## config.mk

```make
export PLATFORM = sky130hd
export DESIGN_NAME = iph_gain
export DESIGN_NICKNAME = d
export VERILOG_FILES = /design/src/rtl/iph_pkg.sv /design/src/rtl/iph_gain.sv
export SDC_FILE = /design/constraint.sdc
export NUM_CORES = 2
export LEC_CHECK = 0
export ABC_CLOCK_PERIOD_IN_PS = 7400
export BUFFER_PORTS_ARGS = -buffer_cell sky130_fd_sc_hd__buf_2
export CORE_MARGIN = 8
export CORE_UTILIZATION = 59
export CTS_BUF_LIST = sky130_fd_sc_hd__clkbuf_16
export DETAILED_ROUTE_END_ITERATION = 10
export PLACE_DENSITY = 0.78
export REMOVE_ABC_BUFFERS = 1
export SKIP_LAST_GASP = 1
export SYNTH_ARGS = -nofsm -noshare
export SYNTH_HDL_FRONTEND = slang
export SYNTH_SLANG_ARGS = --single-unit
export TNS_END_PERCENT = 100
```

## constraint.sdc

```tcl
create_clock -name clock -period 7.4 [get_ports clock]
set_input_delay 1.11 -clock clock [delete_from_list [all_inputs] [get_ports clock]]
set_output_delay 1.11 -clock clock [all_outputs]
set_load 0.02 [all_outputs]
```

## src/rtl/iph_pkg.sv

```systemverilog
// Package for the incremental PID block with smoothed error history.
// Holds field widths, reset values, register codes and the stage structs.
// No dependencies.
package iph_pkg;

   // Field widths
   localparam int IN_W   = 16;          // measured / target
   localparam int GAIN_W = 16;          // Q8.8 gains
   localparam int WGT_W  = 9;           // history weight, out of 256
   localparam int OUT_W  = 24;          // delta_drive
   localparam int FRAC_W = 8;           // history fraction bits

   // Internal widths
   localparam int DIFF_W = IN_W + 1;                // target - measured
   localparam int ERR_W  = DIFF_W + FRAC_W;         // error in Q.8
   localparam int HIST_W = 26;                      // smoothed history
   localparam int HSUM_W = HIST_W + WGT_W;          // weighted history sum
   localparam int P_W    = HIST_W + 1;              // e - last
   localparam int D_W    = HIST_W + 2;              // e - 2*last + prev
   localparam int PP_W   = P_W + GAIN_W + 1;
   localparam int PI_W   = ERR_W + GAIN_W + 1;
   localparam int PD_W   = D_W + GAIN_W + 1;
   localparam int SUM_W  = PD_W + 2;
   localparam int PROD_FRAC_W = 2 * FRAC_W;         // Q.8 term times Q8.8 gain
   localparam int Q_W    = SUM_W - PROD_FRAC_W;

   localparam int OUT_MAX = 8388607;
   localparam int OUT_MIN = -8388608;
   localparam logic [WGT_W-1:0] WGT_ONE = 9'd256;

   // Reset values of the control registers
   localparam logic [GAIN_W-1:0] KP_RESET  = 16'd4608;
   localparam logic [GAIN_W-1:0] KI_RESET  = 16'd666;
   localparam logic [GAIN_W-1:0] KD_RESET  = 16'd0;
   localparam logic [WGT_W-1:0]  WGT_RESET = 9'd230;

   // Control register indexes
   typedef enum logic [1:0] {
      CSR_KP     = 2'd0,
      CSR_KI     = 2'd1,
      CSR_KD     = 2'd2,
      CSR_WEIGHT = 2'd3
   } csr_index_type;

   // Error terms handed from the history stage to the gain stage
   typedef struct packed {
      logic signed [ERR_W-1:0] e;
      logic signed [P_W-1:0]   p;
      logic signed [D_W-1:0]   d;
   } terms_type;

   // Gain products handed to the output stage
   typedef struct packed {
      logic signed [PP_W-1:0] pp;
      logic signed [PI_W-1:0] pi;
      logic signed [PD_W-1:0] pd;
   } prod_type;

endpackage

```

## src/rtl/iph_gain.sv

```systemverilog
// Gain multiply stage of the incremental PID block.
// Multiplies the P, I and D terms by their Q8.8 gains into a register stage.
// Depends on iph_pkg.
module iph_gain import iph_pkg::*; (
   input  logic              clock,
   input  logic              reset,
   input  logic              en,
   input  logic              in_valid,
   input  terms_type         terms,
   input  logic [GAIN_W-1:0] kp,
   input  logic [GAIN_W-1:0] ki,
   input  logic [GAIN_W-1:0] kd,
   output logic              out_valid,
   output prod_type          prods
);

   logic     valid_ff;
   prod_type prods_ff, prods_in;

   // Unsigned gains times signed terms
   always_comb begin
      prods_in.pp = PP_W'($signed({1'b0, kp})) * PP_W'(terms.p);
      prods_in.pi = PI_W'($signed({1'b0, ki})) * PI_W'(terms.e);
      prods_in.pd = PD_W'($signed({1'b0, kd})) * PD_W'(terms.d);
   end

   always_ff @(posedge clock) begin
      if (reset) begin
         valid_ff <= 1'b0;
      end else if (en) begin
         valid_ff <= in_valid;
      end
   end

   always_ff @(posedge clock) begin
      if (en && in_valid) begin
         prods_ff <= prods_in;
      end
   end

   assign out_valid = valid_ff;
   assign prods     = prods_ff;

endmodule

```

Word level (Yosys, flattened, before mapping). Cells that the tools add are included.

Logic and storage cells: 8. Latch bits: 0. Memory bits (read-only): 0. Bits of input ports: 132. Register bits: 132. Memories: 0. Output and inout port bits: 132. Bits in writable memories: 0.

Equality and inequality tests: 0. Mux-type cells: 0. Bitwise gates (word level): 0. Multipliers: 3. Reductions and logical operators: 1. Magnitude comparators: 0. Divide/modulo/power cells: 0. Shift operators: 0. Add/subtract/negate cells: 0.

Operators by type and width (number): multiplier 17 x 28 -> 45 bit (1); multiplier 17 x 27 -> 44 bit (1); multiplier 17 x 25 -> 42 bit (1); logical AND 1 bit (1).

Logic depth before layout (Yosys ltp).
Word-level depth: 1. Mapped depth: 26. Depth with buffers taken out: 24.

Worst setup path after synthesis. No wires, ideal clock.

Kind: input to register. Start: input kp[8]. End: register prods_ff (netlist bit prods[125]), data pin. Setup slack: -0.146 ns. Buffers on the path: 2. Arrival time: 7.288 ns. Library setup time: 0.258 ns. Data required time: 7.142 ns. Stages on the path: 26. Path through: clkbuf_1 -> clkbuf_1 -> nand2_1 -> fa_1 -> inv_1 -> fa_1 -> inv_1 -> fa_1 -> inv_1 -> fa_1 -> fa_1 -> inv_1 -> fa_1 -> inv_1 -> ha_1 -> a21o_1 -> a21o_1 -> a221o_1 -> o21a_1 -> a211o_1 -> nand4_1 -> a311oi_1 -> o311a_1 -> o21a_1 -> nor3_1 -> nor2b_1.

RTL lines: start, declared (RTL line iph_gain.sv:10) `input logic [GAIN_W-1:0] kp,`; end signal, assigned (RTL line iph_gain.sv:37) `prods_ff <= prods_in;`; end, declared (RTL line iph_gain.sv:18) `prod_type prods_ff, prods_in;`.

==> reports/metrics.cfg <==
[run_status]
status = completed

[global_route]
grt_pass1_vias = 40800
grt_first_pass_wirelength_um = 206000
antenna_found_initial = 19
track_usage = 0.277
grt_overflow = 0
grt_max_degree = 54

[floorplan]
die_h_um = 306
die_area_um2 = 93900
rows = 106
num_io_pins = 264
coreArea_um2 = 83600
fp.dieW_um = 306
initial_core_util = 0.595

[setup_path]
rr_worst_depth = 2
worst-setup-path-type = in2reg
regToRegSetupSlack_ps = 6820
cp-start-kind = input pin
arrival_ps = 7410
critical_path.reg2reg.endpoint = out_valid
end_kind = flip-flop
worstPathRequired_ps = 7670
worstPathMaxFanout = 12
cp-endpoint = prods[125]
cp-startpoint = kp[2]
r2r-start = out_valid

[logic_synthesis]
synthesis.area_um2 = 49800
yosysWarnings = 0
synth_seq_cells = 132
yosysUniqueCellTypes = 58
avgSynthCellArea_um2 = 9.27
synth-seq-area-share = 0.0795
synth_ff_type = edfxtp_1
synth_top_cells_by_area = fa_1, inv_1, ha_1, edfxtp_1, and2_1
async_flop_share = 0
syn_inst = 5367
synth_top_area_frac = 0.500
synth_edf_count = 131
yosysTopAreaCell = fa_1

[timing]
finalHoldViolations = 0
relSlewSlack = 0.467
finalClockSkew_ps = 0
fmax_ghz = 0.140
setup_viol = 0
fin_crit_ps = 7150
finalMaxSlewViolations = 0
post-route-period-util = 0.966
worst_pin_slew_ps = 799

[place]
dp_hpwl_um = 106000
io_buffer_count = 263
gp_congestion = 0.942

[route]
routedWlPerCell_um = 17.8
ant_nets = 0
wl_met1_um = 47100
routed-wl-met2_um = 59900
drtIter0Drc = 2288
dr.pass1.iters = 5
wl_met3_um = 11200
top_layer_used = met5
vias = 36600
drc = 0
drt_wl_total_um = 123000
viasPerCell = 5.30

[cts]
clockRootBuffer = clkbuf_16
post-cts-setup-buffer-count = 0
clk_pin_slew_ps = 80
postCtsHoldBufs = 0
cts_sinks = 132
cts_tree = done
cts_inserted_buffers = 17
htreeDepth = 4
clk_latency_ps = 490
cts.repair.resized = 0
clockBufferDepth = 2

[final_layout]
drive_above_1_share = 0.118
areaGrowthSynthToFinish_pct = 11.1
finalNetCount = 7501
final_core_util = 0.661

[min_path]
whs_path_depth = 2
hold_path_class = reg2reg

[job]
cap_violations = 0

## metrics by stage
stage               setup WS (ps)  TNS (ps)  instance area (µm²)  cells  hold slack [ps]
detailed placement           -423     -6360                54600   6868              481
finish                        253         0                55300   6911              493
floorplan                     376         0                49000   5156              577
global route                -11.5     -15.4                55200   6902              588
CTS                           101         0                55200   6899              497
global placement             -404     -4190                54600   6868              463
## how the worst min path moves through the flow
stage | startpoint | endpoint
2_1_floorplan | out_valid | out_valid
3_3_place_gp | out_valid | out_valid
3_5_place_dp | out_valid | out_valid
4_1_cts | out_valid | out_valid
5_1_grt | out_valid | out_valid
6_report | out_valid | out_valid
## final cells by class
class,instances,area [µm²]
clock buffers,17,425
flip-flops and latches,132,3950
well taps,1080,1350
fillers,6641,28300
diodes,12,30.0
multi-input cells,3492,39300
clock inverters,14,91.3
inverters,1532,5750
repair buffers,632,4340
## cell usage after synthesis, drive strengths merged (3+ instances only)
cell,number
inv,1532
fa,1243
nand2,799
and2,535
ha,319
clkbuf,206
edfxtp,131
a21oi,107
xnor2,97
a21o,79
o21ai,51
nor2,44
xor2,31
nor2b,15
a211oi,14
and3,14
nor3,14
o21bai,13
nand2b,12
o21a,12
nand3,11
a31oi,10
nand4,8
or2,7
a21boi,5
buf,5
or3,5
a221oi,4
a311o,4
and4,4
nor4,4
a211o,3
o211ai,3
## cells in the final DEF, fill, tap and decap left out, drive strengths merged, types with 5 or more instances in the layout
cell,n
xor2,31
or2,7
and2,535
xnor2,97
fa,1243
or3,5
o21ai,51
nand3,11
a211oi,14
nor2b,15
buf,629
a31oi,10
o21a,12
a21o,79
nand2,799
nor2,44
nand2b,12
o21bai,13
a21oi,107
diode,12
nand4,8
nor3,14
a21boi,5
clkinv,8
ha,319
inv,1534
and3,14
clkbuf,20
edfxtp,131
## sequential cells by signal (all words and copies together), names as in the netlist
name and cells:
out_valid 1, prods 131
## cell families (layout without fill, tap and decap cells)
kind of cell               count (synthesis)  count (layout)  synth area share
and+or+nand+nor                         1474            1474             0.143
adders and majority gates               1562            1562             0.580
DFF                                      132             132            0.0795
AOI/OAI and AO/OA                        328             328            0.0435
other                                      0              12                 0
buffers and inverters                   1743            2195             0.132
xor gates and xnor gates                 128             128            0.0225
## per-layer routing
layer | GRT usage | up-vias
met5 | 0 | -
met4 | 0.113 | 6
li1 | - | 16300
met3 | 0.0688 | 338
met2 | 0.458 | 1420
met1 | 0.351 | 18600
## worst max-delay path: stages
cell,delay (ps)
buf_2,290
nand2_1,130
fa_1,530
fa_1,480
fa_1,560
inv_1,70
fa_1,510
fa_1,500
inv_1,50
fa_1,470
inv_1,50
ha_1,330
a21oi_1,170
o21ai_1,130
a221o_1,330
o21a_2,290
a211o_4,390
nand4_1,150
a311oi_1,150
o311a_1,330
o21a_1,170
nor3_1,120
nor2b_1,70
Power is not shown: default switching activity piles up to over one toggle a cycle in this logic, so the estimate is an artifact.
