**src/rtl/iph_pkg.sv**
```systemverilog
// Package for the incremental PID block with smoothed error history.
// Holds field widths, reset values, register codes and the stage structs.
// No dependencies.
package iph_pkg;

   // Field widths
   localparam int IN_W   = 16;          // measured / target
   localparam int GAIN_W = 16;          // Q8.8 gains
   localparam int WGT_W  = 9;           // history weight, out of 256
   localparam int OUT_W  = 24;          // delta_drive
   localparam int FRAC_W = 8;           // history fraction bits

   // Internal widths
   localparam int DIFF_W = IN_W + 1;                // target - measured
   localparam int ERR_W  = DIFF_W + FRAC_W;         // error in Q.8
   localparam int HIST_W = 26;                      // smoothed history
   localparam int HSUM_W = HIST_W + WGT_W;          // weighted history sum
   localparam int P_W    = HIST_W + 1;              // e - last
   localparam int D_W    = HIST_W + 2;              // e - 2*last + prev
   localparam int PP_W   = P_W + GAIN_W + 1;
   localparam int PI_W   = ERR_W + GAIN_W + 1;
   localparam int PD_W   = D_W + GAIN_W + 1;
   localparam int SUM_W  = PD_W + 2;
   localparam int PROD_FRAC_W = 2 * FRAC_W;         // Q.8 term times Q8.8 gain
   localparam int Q_W    = SUM_W - PROD_FRAC_W;

   localparam int OUT_MAX = 8388607;
   localparam int OUT_MIN = -8388608;
   localparam logic [WGT_W-1:0] WGT_ONE = 9'd256;

   // Reset values of the control registers
   localparam logic [GAIN_W-1:0] KP_RESET  = 16'd4608;
   localparam logic [GAIN_W-1:0] KI_RESET  = 16'd666;
   localparam logic [GAIN_W-1:0] KD_RESET  = 16'd0;
   localparam logic [WGT_W-1:0]  WGT_RESET = 9'd230;

   // Control register indexes
   typedef enum logic [1:0] {
      CSR_KP     = 2'd0,
      CSR_KI     = 2'd1,
      CSR_KD     = 2'd2,
      CSR_WEIGHT = 2'd3
   } csr_index_type;

   // Error terms handed from the history stage to the gain stage
   typedef struct packed {
      logic signed [ERR_W-1:0] e;
      logic signed [P_W-1:0]   p;
      logic signed [D_W-1:0]   d;
   } terms_type;

   // Gain products handed to the output stage
   typedef struct packed {
      logic signed [PP_W-1:0] pp;
      logic signed [PI_W-1:0] pi;
      logic signed [PD_W-1:0] pd;
   } prod_type;

endpackage

```
**src/rtl/iph_sat.sv**
```systemverilog
// Output stage logic of the incremental PID block.
// Sums the gain products, truncates toward zero and saturates to 24 bits.
// Depends on iph_pkg.
module iph_sat import iph_pkg::*; (
   input  prod_type                prods,
   output logic signed [OUT_W-1:0] delta_drive,
   output logic                    clipped
);

   localparam logic signed [Q_W-1:0] Q_MAX = Q_W'(OUT_MAX);
   localparam logic signed [Q_W-1:0] Q_MIN = Q_W'(OUT_MIN);

   logic signed [SUM_W-1:0] sum;
   logic                    round_up;
   logic signed [Q_W-1:0]   quot;

   assign sum = SUM_W'(prods.pp) + SUM_W'(prods.pi) + SUM_W'(prods.pd);

   // Floor shift, then bump negative values with a fraction toward zero
   assign round_up = sum[SUM_W-1] && (|sum[PROD_FRAC_W-1:0]);
   assign quot     = $signed(sum[SUM_W-1:PROD_FRAC_W])
                   + $signed({{(Q_W-1){1'b0}}, round_up});

   always_comb begin
      if (quot > Q_MAX) begin
         delta_drive = OUT_W'(Q_MAX);
         clipped     = 1'b1;
      end else if (quot < Q_MIN) begin
         delta_drive = OUT_W'(Q_MIN);
         clipped     = 1'b1;
      end else begin
         delta_drive = quot[OUT_W-1:0];
         clipped     = 1'b0;
      end
   end

endmodule

```
**config.mk**
```make
export PLATFORM = sky130hd
export DESIGN_NAME = iph_sat
export DESIGN_NICKNAME = d
export VERILOG_FILES = /design/src/rtl/iph_pkg.sv /design/src/rtl/iph_sat.sv
export SDC_FILE = /design/constraint.sdc
export NUM_CORES = 1
export LEC_CHECK = 0
export BUFFER_PORTS_ARGS = -buffer_cell sky130_fd_sc_hd__buf_2
export CORE_ASPECT_RATIO = 0.8
export CORE_MARGIN = 3
export CORE_UTILIZATION = 60
export DETAILED_ROUTE_END_ITERATION = 8
export PLACE_DENSITY = 0.91
export SLEW_MARGIN = 5
export SYNTH_ARGS = -nofsm -noshare
export SYNTH_HDL_FRONTEND = slang
export SYNTH_SLANG_ARGS = --single-unit
```
**constraint.sdc**
```tcl
create_clock -name vclk -period 12.43
set_input_delay 0.6215 -clock vclk [all_inputs]
set_output_delay 0.6215 -clock vclk [all_outputs]
set_load 0.03 [all_outputs]
```
# [Yosys cells after proc, flatten, opt, wreduce, memory -nomap -nowiden]
# Cells that the tools add are included.
[totals] reg_bits=0 latch_bits=0 ram_bits=0 romBits=0 in_bits=131 out_inout_bits=25 elab_cells=11 memories=0
[classes] addsub=3 mul=0 div_mod_pow=0 order_cmp=2 eq_ne=0 n_shift=0 muxes=4 n_bitwise=0 reduce_logical=2
[ops] op="$mux W24" n=2
[ops] op="$add A45 B45 Y46" n=1
[ops] op="$add A44 B42 Y45" n=1
[ops] op="$add A30 B2 Y31" n=1
[ops] op="$gt A31 B24 Y1 const B" n=1
[ops] op="$lt A31 B24 Y1 const B" n=1
[ops] op="$reduce_or A16 Y1" n=1
[ops] op="$mux W1" n=2
[ops] op="$logic_and A1 B1 Y1" n=1

# [Longest topological paths before layout]
[logic_depth] ltp_word=8 mapped_depth=25 mapped_depth_nobuf=23

# [Least setup slack after synthesis]
# OpenSTA, ideal clock, no wires.
[synth_path] path_kind="input-to-output" start="in prods[1] (netlist bit)" end="out delta_drive[0]" arrival_ps=5862 path_slack_ps=5946 cell_stages=22 cell_sequence="fa_1 -> ha_1 -> fa_1 -> nand3_1 -> a211oi_1 -> a211oi_2 -> o221ai_1 -> or2_2 -> o211ai_1 -> a21oi_1 -> xnor2_1 -> o31a_1 -> ha_1 -> ha_1 -> inv_1 -> nor4_4 -> nand4_1 -> nor3_2 -> a21bo_2 -> a22o_1 -> o21ai_4 -> a21oi_1"
[synth_between] elab_chain_cells=7 word_cells_on_any_way=8
[synth_lines] element="from (decl)" line_no="iph_sat.sv:5" source="input prod_type prods,"
[synth_lines] element="$add A45 B45 Y46 *" line_no="iph_sat.sv:17" source="assign sum = SUM_W'(prods.pp) + SUM_W'(prods.pi) + SUM_W'(prods.pd);"
[synth_lines] element="$reduce_or A16 Y1" line_no="iph_sat.sv:20" source="assign round_up = sum[SUM_W-1] && (|sum[PROD_FRAC_W-1:0]);"
[synth_lines] element="$logic_and A1 B1 Y1" line_no="iph_sat.sv:20"
[synth_lines] element="$add A30 B2 Y31 *" line_no="iph_sat.sv:22" source="+ $signed({{(Q_W-1){1'b0}}, round_up});"
[synth_lines] element="$lt A31 B24 Y1" line_no="iph_sat.sv:28" source="end else if (quot < Q_MIN) begin"
[synth_lines] element="$mux W24" line_no="iph_sat.sv:28"
[synth_lines] element="$mux W24 *" line_no="iph_sat.sv:25" source="if (quot > Q_MAX) begin"
[synth_lines] element="to (decl)" line_no="iph_sat.sv:6" source="output logic signed [OUT_W-1:0] delta_drive,"
# Mark *: on every way between the ends. The rest lies on a longest branch, timed or not.

# [Worst setup path after layout]
[layout_path] start="in prods[1] (netlist bit)" end="out delta_drive[1]"
# The elaborated chain is that of the path after synthesis.

==> run_results.csv <==
group,metric,value,unit
cells_and_area,nClkBuffers,0,
placement,port_buffers,156,
cells_and_area,drive_above_1_share,25.0,%
global_route,grt_util_met2,55.1,%
detailed_routing,ant_nets,0,
global_route,antenna_found_initial,0,
placement,gp_congestion,0.942,
worst_hold_path,hold_path_class,"input port to output pin",
timing,fin_crit,8000,ps
cts,postCtsSetupBuffers,0,
detailed_routing,viasPerCell,6.57,
cells_and_area,syn2layout_area_growth,14.3,%
yosys,syn_inst,685,
global_route,grt_pass1_vias,5690,
power_and_ir_drop,vdd_ir_drop_max,0.170,mV
cells_and_area,regArea,0,µm²
cells_and_area,final_util,72.4,%
timing,maxSlewViolCount,0,
power_and_ir_drop,powerDensity,152,nW/µm²
die,start_util,63.4,%
detailed_routing,drc,0,
cts,ctsResizeCount,0,
timing,setup_tns,0,ps
outcome,status,"complete, no violations",
setup_path,crit_type,"input port to output pin",
setup_path,cp_max_fo,23,
setup_path,crit_required,11810,ps
cells_and_area,fill_cells,695,
setup_path,critical_path.endpoint_type,"output pin",
worst_hold_path,min_from,"prods[43]",
setup_path,crit_start,"prods[1]",
timing,fmax,125,MHz
detailed_routing,wire_per_inst,18.3,µm
global_route,grt_start_max_net_pins,24,
power_and_ir_drop,p_leak,0.00261,µW
cells_and_area,fin_nets,1033,
die,dieWidth,110,µm
die,dieArea,9740,µm²
die,num_rows,29,
yosys,seq_area_frac_synth,0,%
global_route,grt_usage,33.9,%
global_route,grt_pass1_wl,26700,µm
timing,slew_headroom,31.4,%
timing,finalSetupViolations,0,
cells_and_area,n_antenna_cell,0,
cts,cts_hold_buf,0,
cells_and_area,multi_input_area,4770,µm²
placement,placed_area,5880,µm²
cells_and_area,final_common_cell,"buf_2",
detailed_routing,drtPass1Iterations,6,
die,boundaryPins,156,
yosys,synth_area,5150,µm²
global_route,grt_busiest_layer,"met2",
timing,hold_viol,0,
flow_run,max_cap_violations,0,
yosys,ys_types,73,
placement,dpl.hpwl,14700,µm
detailed_routing,dr.first_iter.drc_count,635,
setup_path,worst_setup_path_start_kind,"input port",
detailed_routing,via_count,6019,
die,die_h,88.9,µm
global_route,grt.overflow.total,0,
setup_path,endpoint,"delta_drive[1]",
cells_and_area,fin_area,5880,µm²
timing,period_share,64.4,%
cells_and_area,mostFrequentLayoutCells,"buf_2 (156), a21oi_1 (59), inv_1 (53), nand2_1 (51), nor2_1 (51)",
detailed_routing,drt-total-wl,16800,µm
global_route,grtUsageMet3,5.40,%
cells_and_area,sequential_cell_total,0,
yosys,postSynthAreaPerCell,7.52,µm²
global_route,use_met1,48.1,%
timing,fin_hold_ws,2390,ps
yosys,synth_fp_nets,908,
timing,worst_pin_slew,1020,ps
yosys,yosysWarnings,0,
die,core,8130,µm²
timing,rsz0062_at_grt,"false",
setup_path,critPathArrivalTime,7380,ps
==> layout make-up <==
class	count	area share, %
inverters	53	3.38
multi-input cells	599	81.1
well taps	108	2.30
repair buffers	156	13.3
==> report_power, final <==
| group | leakage, µW | total (µW) | internal, µW | switching (µW) |
|---|---|---|---|---|
| clock | 0 | 0 | 0 | 0 |
| sequential | 0 | 0 | 0 | 0 |
| combinational | 0.00261 | 893 | 298 | 595 |
==> per-layer routing <==
| metal | vias up | wire (µm) |
|---|---|---|
| met4 | 0 | 269 |
| met2 | 433 | 7410 |
| li1 | 2768 | - |
| met1 | 2774 | 7060 |
| met5 | - | 0 |
| met3 | 44 | 2060 |
==> cells in the mapped netlist (5+ instances only) <==
cell      number  area [µm²]
a21oi_1       59         295
inv_1         53         199
nand2_1       51         191
nor2_1        51         191
fa_1          46         921
ha_1          46         576
nand4_1       29         181
o21ai_0       29         145
xnor2_1       28         245
nand3_1       25         125
xor2_1        24         210
a21oi_2       22         193
clkbuf_1      17        63.8
nor3_1        17        85.1
a211oi_1      13        97.6
o211ai_1      13        97.6
a21o_1        12        90.1
o21a_1         8        60.1
a31oi_1        7        43.8
and4_1         7        61.3
buf_2          7        35.0
and2_1         6        37.5
and3_1         6        37.5
buf_6          6        67.6
nor2b_1        6        37.5
o31ai_1        5        37.5
==> worst max-delay path: stages <==
cell and delay [ps]:
buf_2 110, fa_1 480, ha_1 260, fa_1 440, nand3_1 150, a211oi_1 110
a211oi_2 450, o221ai_1 270, or2_2 370, o211ai_1 190, a21oi_1 100, xnor2_1 630
o31a_1 260, ha_1 190, ha_1 200, inv_1 100, nor4_4 380, nand4_1 200
nor3_2 300, o2111ai_1 160, a22o_1 310, o21ai_4 680, a21oi_1 200, buf_2 240
==> through the flow <==
step	power, µW	worst slack (ps)	std cells
6_report	893	4430	916
5_1_grt	962	4040	916
4_1_cts	873	4530	916
3_5_place_dp	868	4550	916
3_3_place_gp	836	5050	916
2_1_floorplan	661	5950	685
==> cells by family after synthesis <==
kind of cell             synth area share, %
adder cells (fa/ha/maj)                 29.1
AO/OA/AOI/OAI                           29.4
XOR/XNOR                                9.16
buffers and inverters                   7.39
multiplexers                           0.583
AND/OR/NAND/NOR                         24.4
==> worst min path at each step <==
stage                          end  slack [ps]  depth (start not counted)
floorplan           delta_drive[7]        2020                          5
global placement           clipped        2320                          7
detailed placement  delta_drive[0]        2380                         11
CTS                        clipped        2370                          7
global route               clipped        2440                          7
finish                     clipped        2390                          7
Power figures use the tool's default switching activity.
