## src/rtl/iph_pkg.sv

```systemverilog
// Package for the incremental PID block with smoothed error history.
// Holds field widths, reset values, register codes and the stage structs.
// No dependencies.
package iph_pkg;

   // Field widths
   localparam int IN_W   = 16;          // measured / target
   localparam int GAIN_W = 16;          // Q8.8 gains
   localparam int WGT_W  = 9;           // history weight, out of 256
   localparam int OUT_W  = 24;          // delta_drive
   localparam int FRAC_W = 8;           // history fraction bits

   // Internal widths
   localparam int DIFF_W = IN_W + 1;                // target - measured
   localparam int ERR_W  = DIFF_W + FRAC_W;         // error in Q.8
   localparam int HIST_W = 26;                      // smoothed history
   localparam int HSUM_W = HIST_W + WGT_W;          // weighted history sum
   localparam int P_W    = HIST_W + 1;              // e - last
   localparam int D_W    = HIST_W + 2;              // e - 2*last + prev
   localparam int PP_W   = P_W + GAIN_W + 1;
   localparam int PI_W   = ERR_W + GAIN_W + 1;
   localparam int PD_W   = D_W + GAIN_W + 1;
   localparam int SUM_W  = PD_W + 2;
   localparam int PROD_FRAC_W = 2 * FRAC_W;         // Q.8 term times Q8.8 gain
   localparam int Q_W    = SUM_W - PROD_FRAC_W;

   localparam int OUT_MAX = 8388607;
   localparam int OUT_MIN = -8388608;
   localparam logic [WGT_W-1:0] WGT_ONE = 9'd256;

   // Reset values of the control registers
   localparam logic [GAIN_W-1:0] KP_RESET  = 16'd4608;
   localparam logic [GAIN_W-1:0] KI_RESET  = 16'd666;
   localparam logic [GAIN_W-1:0] KD_RESET  = 16'd0;
   localparam logic [WGT_W-1:0]  WGT_RESET = 9'd230;

   // Control register indexes
   typedef enum logic [1:0] {
      CSR_KP     = 2'd0,
      CSR_KI     = 2'd1,
      CSR_KD     = 2'd2,
      CSR_WEIGHT = 2'd3
   } csr_index_type;

   // Error terms handed from the history stage to the gain stage
   typedef struct packed {
      logic signed [ERR_W-1:0] e;
      logic signed [P_W-1:0]   p;
      logic signed [D_W-1:0]   d;
   } terms_type;

   // Gain products handed to the output stage
   typedef struct packed {
      logic signed [PP_W-1:0] pp;
      logic signed [PI_W-1:0] pi;
      logic signed [PD_W-1:0] pd;
   } prod_type;

endpackage

```

## src/rtl/iph_hist.sv

```systemverilog
// Error forming and smoothed error history for the incremental PID block.
// Holds the last/prev history registers and produces the P, I and D terms.
// Depends on iph_pkg.
module iph_hist import iph_pkg::*; (
   input  logic                     clock,
   input  logic                     reset,
   input  logic                     update,
   input  logic signed [IN_W-1:0]   measured,
   input  logic signed [IN_W-1:0]   target,
   input  logic [WGT_W-1:0]         history_weight,
   output terms_type                terms
);

   logic signed [DIFF_W-1:0] diff;
   logic signed [ERR_W-1:0]  err;
   logic signed [HIST_W-1:0] last_ff, last_in;
   logic signed [HIST_W-1:0] prev_ff, prev_in;
   logic [WGT_W-1:0]         w_new;
   logic [WGT_W-1:0]         w_old;
   logic signed [HSUM_W-1:0] last_sum;
   logic signed [HSUM_W-1:0] prev_sum;

   // Error in Q.8
   assign diff = DIFF_W'(target) - DIFF_W'(measured);
   assign err  = $signed({diff, {FRAC_W{1'b0}}});

   // Weights above one count as one
   assign w_new = history_weight[WGT_W-1] ? WGT_ONE : history_weight;
   assign w_old = WGT_ONE - w_new;

   // Weighted mixes, floor-scaled by 1/256
   assign last_sum = HSUM_W'($signed({1'b0, w_new})) * HSUM_W'(err)
                   + HSUM_W'($signed({1'b0, w_old})) * HSUM_W'(last_ff);
   assign prev_sum = HSUM_W'($signed({1'b0, w_new})) * HSUM_W'(last_ff)
                   + HSUM_W'($signed({1'b0, w_old})) * HSUM_W'(prev_ff);
   assign last_in  = last_sum[HIST_W+FRAC_W-1:FRAC_W];
   assign prev_in  = prev_sum[HIST_W+FRAC_W-1:FRAC_W];

   // PID terms from the history before this update
   always_comb begin
      terms.e = err;
      terms.p = P_W'(err) - P_W'(last_ff);
      terms.d = D_W'(err) - (D_W'(last_ff) <<< 1) + D_W'(prev_ff);
   end

   // History registers
   always_ff @(posedge clock) begin
      if (reset) begin
         last_ff <= '0;
         prev_ff <= '0;
      end else if (update) begin
         last_ff <= last_in;
         prev_ff <= prev_in;
      end
   end

endmodule

```

## config.mk

```make
export PLATFORM = sky130hd
export DESIGN_NAME = iph_hist
export DESIGN_NICKNAME = d
export VERILOG_FILES = /design/src/rtl/iph_pkg.sv /design/src/rtl/iph_hist.sv
export SDC_FILE = /design/constraint.sdc
export NUM_CORES = 2
export LEC_CHECK = 0
export ABC_AREA = 1
export BUFFER_PORTS_ARGS = -buffer_cell sky130_fd_sc_hd__buf_2
export CAP_MARGIN = 15
export CORE_MARGIN = 2
export CORE_UTILIZATION = 50
export CTS_CLUSTER_SIZE = 30
export DETAILED_ROUTE_END_ITERATION = 8
export GPL_TIMING_DRIVEN = 0
export PLACE_DENSITY = 0.69
export SLEW_MARGIN = 20
export SYNTH_ARGS = -nofsm -noshare
export SYNTH_HDL_FRONTEND = slang
export SYNTH_SLANG_ARGS = --single-unit
```

## constraint.sdc

```tcl
create_clock -name clock -period 11.1 [get_ports clock]
set_input_delay 2.22 -clock clock [delete_from_list [all_inputs] [get_ports clock]]
set_output_delay 2.22 -clock clock [all_outputs]
set_load 0.02 [all_outputs]
```

Yosys cells after proc, flatten, opt, wreduce, memory -nomap -nowiden
Cells that the tools add are included.
- muxes and demuxes: 1
- add/sub/neg operators: 7
- $mul: 4
- operators by type and width (operator ; number):
    multiplier 10 x 26 -> 34 bit ; 3
    adder 34 bit ; 2
    adder 28 x 26 -> 28 bit ; 1
    subtractor 25 x 27 -> 28 bit ; 1
    subtractor 25 x 26 -> 27 bit ; 1
    multiplier 10 x 17 -> 26 bit ; 1
    subtractor 16 x 16 -> 17 bit ; 1
    2-to-1 mux 9 bit ; 1
    subtractor 9 bit (first input constant) ; 1
- input port bits: 44
- register bits after elaboration: 52
- output and inout port bits: 80
- logic and storage cells: 14

Depth between registers and ports, before layout
- word-level depth: 4
- gate-level depth with buffers: 55
- mapped depth without buffers: 55

Worst setup path after synthesis
OpenSTA, ideal clock, no wires.
- path type: input to register
- start: input target[0]
- end: register last_ff[25]
- library setup time: 109 ps
- data arrival time: 11036 ps
- data required time: 10991 ps
- buffers on the path: 0
- stages: 47
- path slack: -45 ps
- cell sequence: inv_1 -> ha_1 -> fa_1 -> nand3b_1 -> nand2_1 -> a31o_2 -> xor2_1 -> nand2_1 -> fa_1 -> inv_1 -> fa_1 -> inv_1 -> fa_1 -> inv_1 -> fa_1 -> inv_1 -> fa_1 -> inv_1 -> [11 not listed] -> fa_1 -> fa_1 -> inv_1 -> ha_1 -> a21oi_1 -> o21ai_0 -> nand2_1 -> nand3_1 -> a21oi_1 -> nand2_1 -> nand2_1 -> nand2_1 -> nand2_1 -> nand2_1 -> nand2_1 -> nand3_1 -> nand2_1 -> inv_1
- RTL lines (element ; RTL line ; source):
    start, declared ; iph_hist.sv:9 ; input logic signed [IN_W-1:0] target,
    end signal, assigned ; iph_hist.sv:52 ; last_ff <= last_in;
    end, declared ; iph_hist.sv:16 ; logic signed [HIST_W-1:0] last_ff, last_in;

Worst setup path in the final report
- start: input target[0]
- end: register last_ff[25]
- word-level cells in the longest chain between the ends: 3
- ends and longest elaborated chain (element ; RTL line ; source):
    subtractor 16 x 16 -> 17 bit ; iph_hist.sv:24 ; assign diff = DIFF_W'(target) - DIFF_W'(measured);
    multiplier 10 x 17 -> 26 bit ; iph_hist.sv:32 ; assign last_sum = HSUM_W'($signed({1'b0, w_new})) * HSUM_W'(err)
    adder 34 bit ; iph_hist.sv:33 ; + HSUM_W'($signed({1'b0, w_old})) * HSUM_W'(last_ff);
Every way passes these cells.
A chain may end at the register's enable or synchronous reset.

==> impl_metrics.csv <==
group,metric,value,unit
outcome,status,"finished, violations left",
outcome,violations,"negative setup slack",
layout,n_antenna_cell,0,
global_routing,grt_pass1_wl,183000,um
clock_tree,cts_inserted_buffers,5,
routing,viasPerCell,5.47,
clock_tree,cts_root_buffer,"clkbuf_16",
routing,wirelength,120000,um
die,dieArea,0.0723,mm^2
yosys,synth_top_area_share,44.9,%
worst_setup_path,critPathLaunchType,"primary input",
routing,drt-pass1-iter-count,6,
yosys,synth_ff_type,"dfxtp_1",
clock_tree,cts_buffer_depth,2,
global_routing,grt_max_degree,17,
sta,fin_skew,15.4,ps
layout,fin_util,56.1,%
routing,ant_nets,0,
global_routing,track_usage,34.5,%
sta,finalCritPeriodShare,100,%
layout,drive_above_1_share,10.5,%
yosys,avgSynthCellArea,7.87,um^2
yosys,seq_area_frac_synth,2.97,%
sta,setup_viol,1,
die,rows,97,
die,ios,124,
yosys,ys_async_sr_fraction,0,%
global_routing,grt_pass1_vias,31000,
worst_setup_path,path_common_cell,"inv_1",
die,start_util,50.3,%
clock_tree,cts.sinks,52,
sta,slew_headroom,15.5,%
clock_tree,htree_levels,2,
layout,num-fill-cells,6453,
layout,area_growth,11.6,%
worst_setup_path,worstPathArrival,11400,ps
worst_setup_path,required,11360,ps
worst_setup_path,worstSetupEndpointType,"register",
worst_setup_path,crit_fanout,4,
die,die_width,269,um
worst_setup_path,critPathSlowestCell,"fa_1",
sta,final_max_slew_viol_count,0,
sta,fmax,89.7,MHz
sta,fin_ws,-43.6,ps
yosys,synth_cell_types,53,
yosys,netlist_area,0.0351,mm^2
routing,drtIter0Drc,2569,
yosys,synth-seq-cells,52,
routing,vias,30700,
placed_design,dp_slack,-1880,ps
placed_design,io_buffers,113,
sta,hold_violations,0,
yosys,synth_warnings,0,
sta,rsz0062_at_grt,"true",
die,coreArea,0.0698,mm^2
yosys,synth.area.top_cells,"fa_1 45%, inv_1 11%, ha_1 11%",
layout,fin_nets,5819,
routing,wl_per_cell,21.4,um
die,die_y,269,um
worst_setup_path,crit_type,"in2reg",
clock_tree,cts_tree,"done",
yosys,synth_top_area_cell,"fa_1",
routing,drc,0,
global_routing,grt_overflow_total,0,
clock_tree,ctsHoldBuffers,0,
clock_tree,clk_latency,350,ps
worst_setup_path,max_stage_delay,540,ps
placed_design,dp_hpwl,101000,um
worst_hold_path,hold_path.class,"reg2reg",
yosys,syn_inst,4456,
job,maxCapViolations,0,
yosys,synth_edf_count,0,
placed_design,gp_routability_congestion,0.984,
clock_tree,clk_pin_slew,90,ps
global_routing,antenna_found_initial,1,
sta,tightest_slew,1270,ps
sta,period_needed,11140,ps
-- cells by family after synthesis --
family | after synthesis | synth area share, %
AO/OA/AOI/OAI | 409 | 6.53
XOR/XNOR | 143 | 3.67
adder cells (fa/ha/maj) | 1102 | 56.2
buffers and inverters | 1233 | 13.4
flip-flops | 52 | 2.97
other | 1 | 0.0107
AND/OR/NAND/NOR | 1516 | 17.2
-- cells in the final DEF (no fill, tap or decap), types with 14 or more instances in the layout --
master	n
clkinv_1	18
a21oi_2	18
buf_4	87
xor2_1	76
ha_1	283
o21ai_0	91
nor2_1	511
buf_6	14
inv_2	24
nor3_1	15
a21o_1	20
inv_1	1036
o21ai_1	19
nand2_2	29
nor2_2	29
clkbuf_1	93
xnor2_1	41
a21oi_1	176
nand2_1	773
nand4_1	20
nand2_4	15
nand3_1	80
buf_1	19
buf_2	121
ha_4	26
fa_1	780
dfxtp_1	52
-- sequential cells by signal, summed over array words and instances (netlist names) --
signal and cells:
prev_ff 26, last_ff 26
-- area by class of cell --
class	instances	area (um^2)	area share, %
Sequential cell	52	1040	2.66
Multi-Input combinational cell	3178	30700	78.3
Buffer	146	647	1.65
Timing Repair Buffer	206	1380	3.53
Clock inverter	3	18.8	0.0480
Inverter	1084	4090	10.5
Tap cell	940	1180	3.01
Clock buffer	5	125	0.320
-- critical path, delay by kind of cell --
kind	cells	cell delay (ps)
AO/OA/AOI/OAI	5	950
XOR/XNOR	2	400
adder cells (fa/ha/maj)	12	5080
buffers and inverters	10	720
AND/OR/NAND/NOR	18	2040
-- final timing paths --
path                            startpoint                       end  slack (ps)  depth (start not counted)
setup / recovery                 target[0]  last_ff[25]$_SDFFE_PP0P_         -40                         47
hold / removal    last_ff[18]$_SDFFE_PP0P_  last_ff[18]$_SDFFE_PP0P_         620                          2
setup reg to reg  last_ff[25]$_SDFFE_PP0P_  prev_ff[25]$_SDFFE_PP0P_        3550                         26
hold reg to reg   last_ff[18]$_SDFFE_PP0P_  last_ff[18]$_SDFFE_PP0P_         620                          2
-- cells in the mapped netlist, types with 51 or more instances --
cell type,instances
a21oi_1,202
clkbuf_1,100
dfxtp_1,52
fa_1,787
ha_1,315
inv_1,1053
nand2_1,811
nand3_1,84
nor2_1,530
o21ai_0,103
xnor2_1,51
xor2_1,89
-- layer usage --
layer / global-route usage, % / share of wire (%) / wire [um] / vias to the layer above
met5: 0 / 0.011 / 13 / -
met4: 18.4 / 6.6 / 7930 / 2
met3: 9.26 / 10 / 12200 / 323
met2: 54.3 / 45 / 54000 / 1487
met1: 43.4 / 38 / 46200 / 15300
li1: - / - / - / 13600
-- stage by stage --
stage	std cells	area, um^2	hold slack (ps)	setup TNS, ps
final	5614	39100	615	-43.6
after global routing	5614	39100	670	-1400
after CTS	5592	38500	596	-75.2
after detailed placement	5516	36900	579	-15980
after global placement	5516	36900	559	-17090
after floorplan	4463	35100	515	0
-- what timing repair did --
item                                    4_1_cts  5_1_grt
setup buffers                                68       25
endpoints found under the setup margin       15       37
pin swaps                                    97       71
resized for setup                           182      105
Power is left out: the tool's default activity adds up to more than one toggle a clock period on the data nets, which glitch-free logic cannot reach.
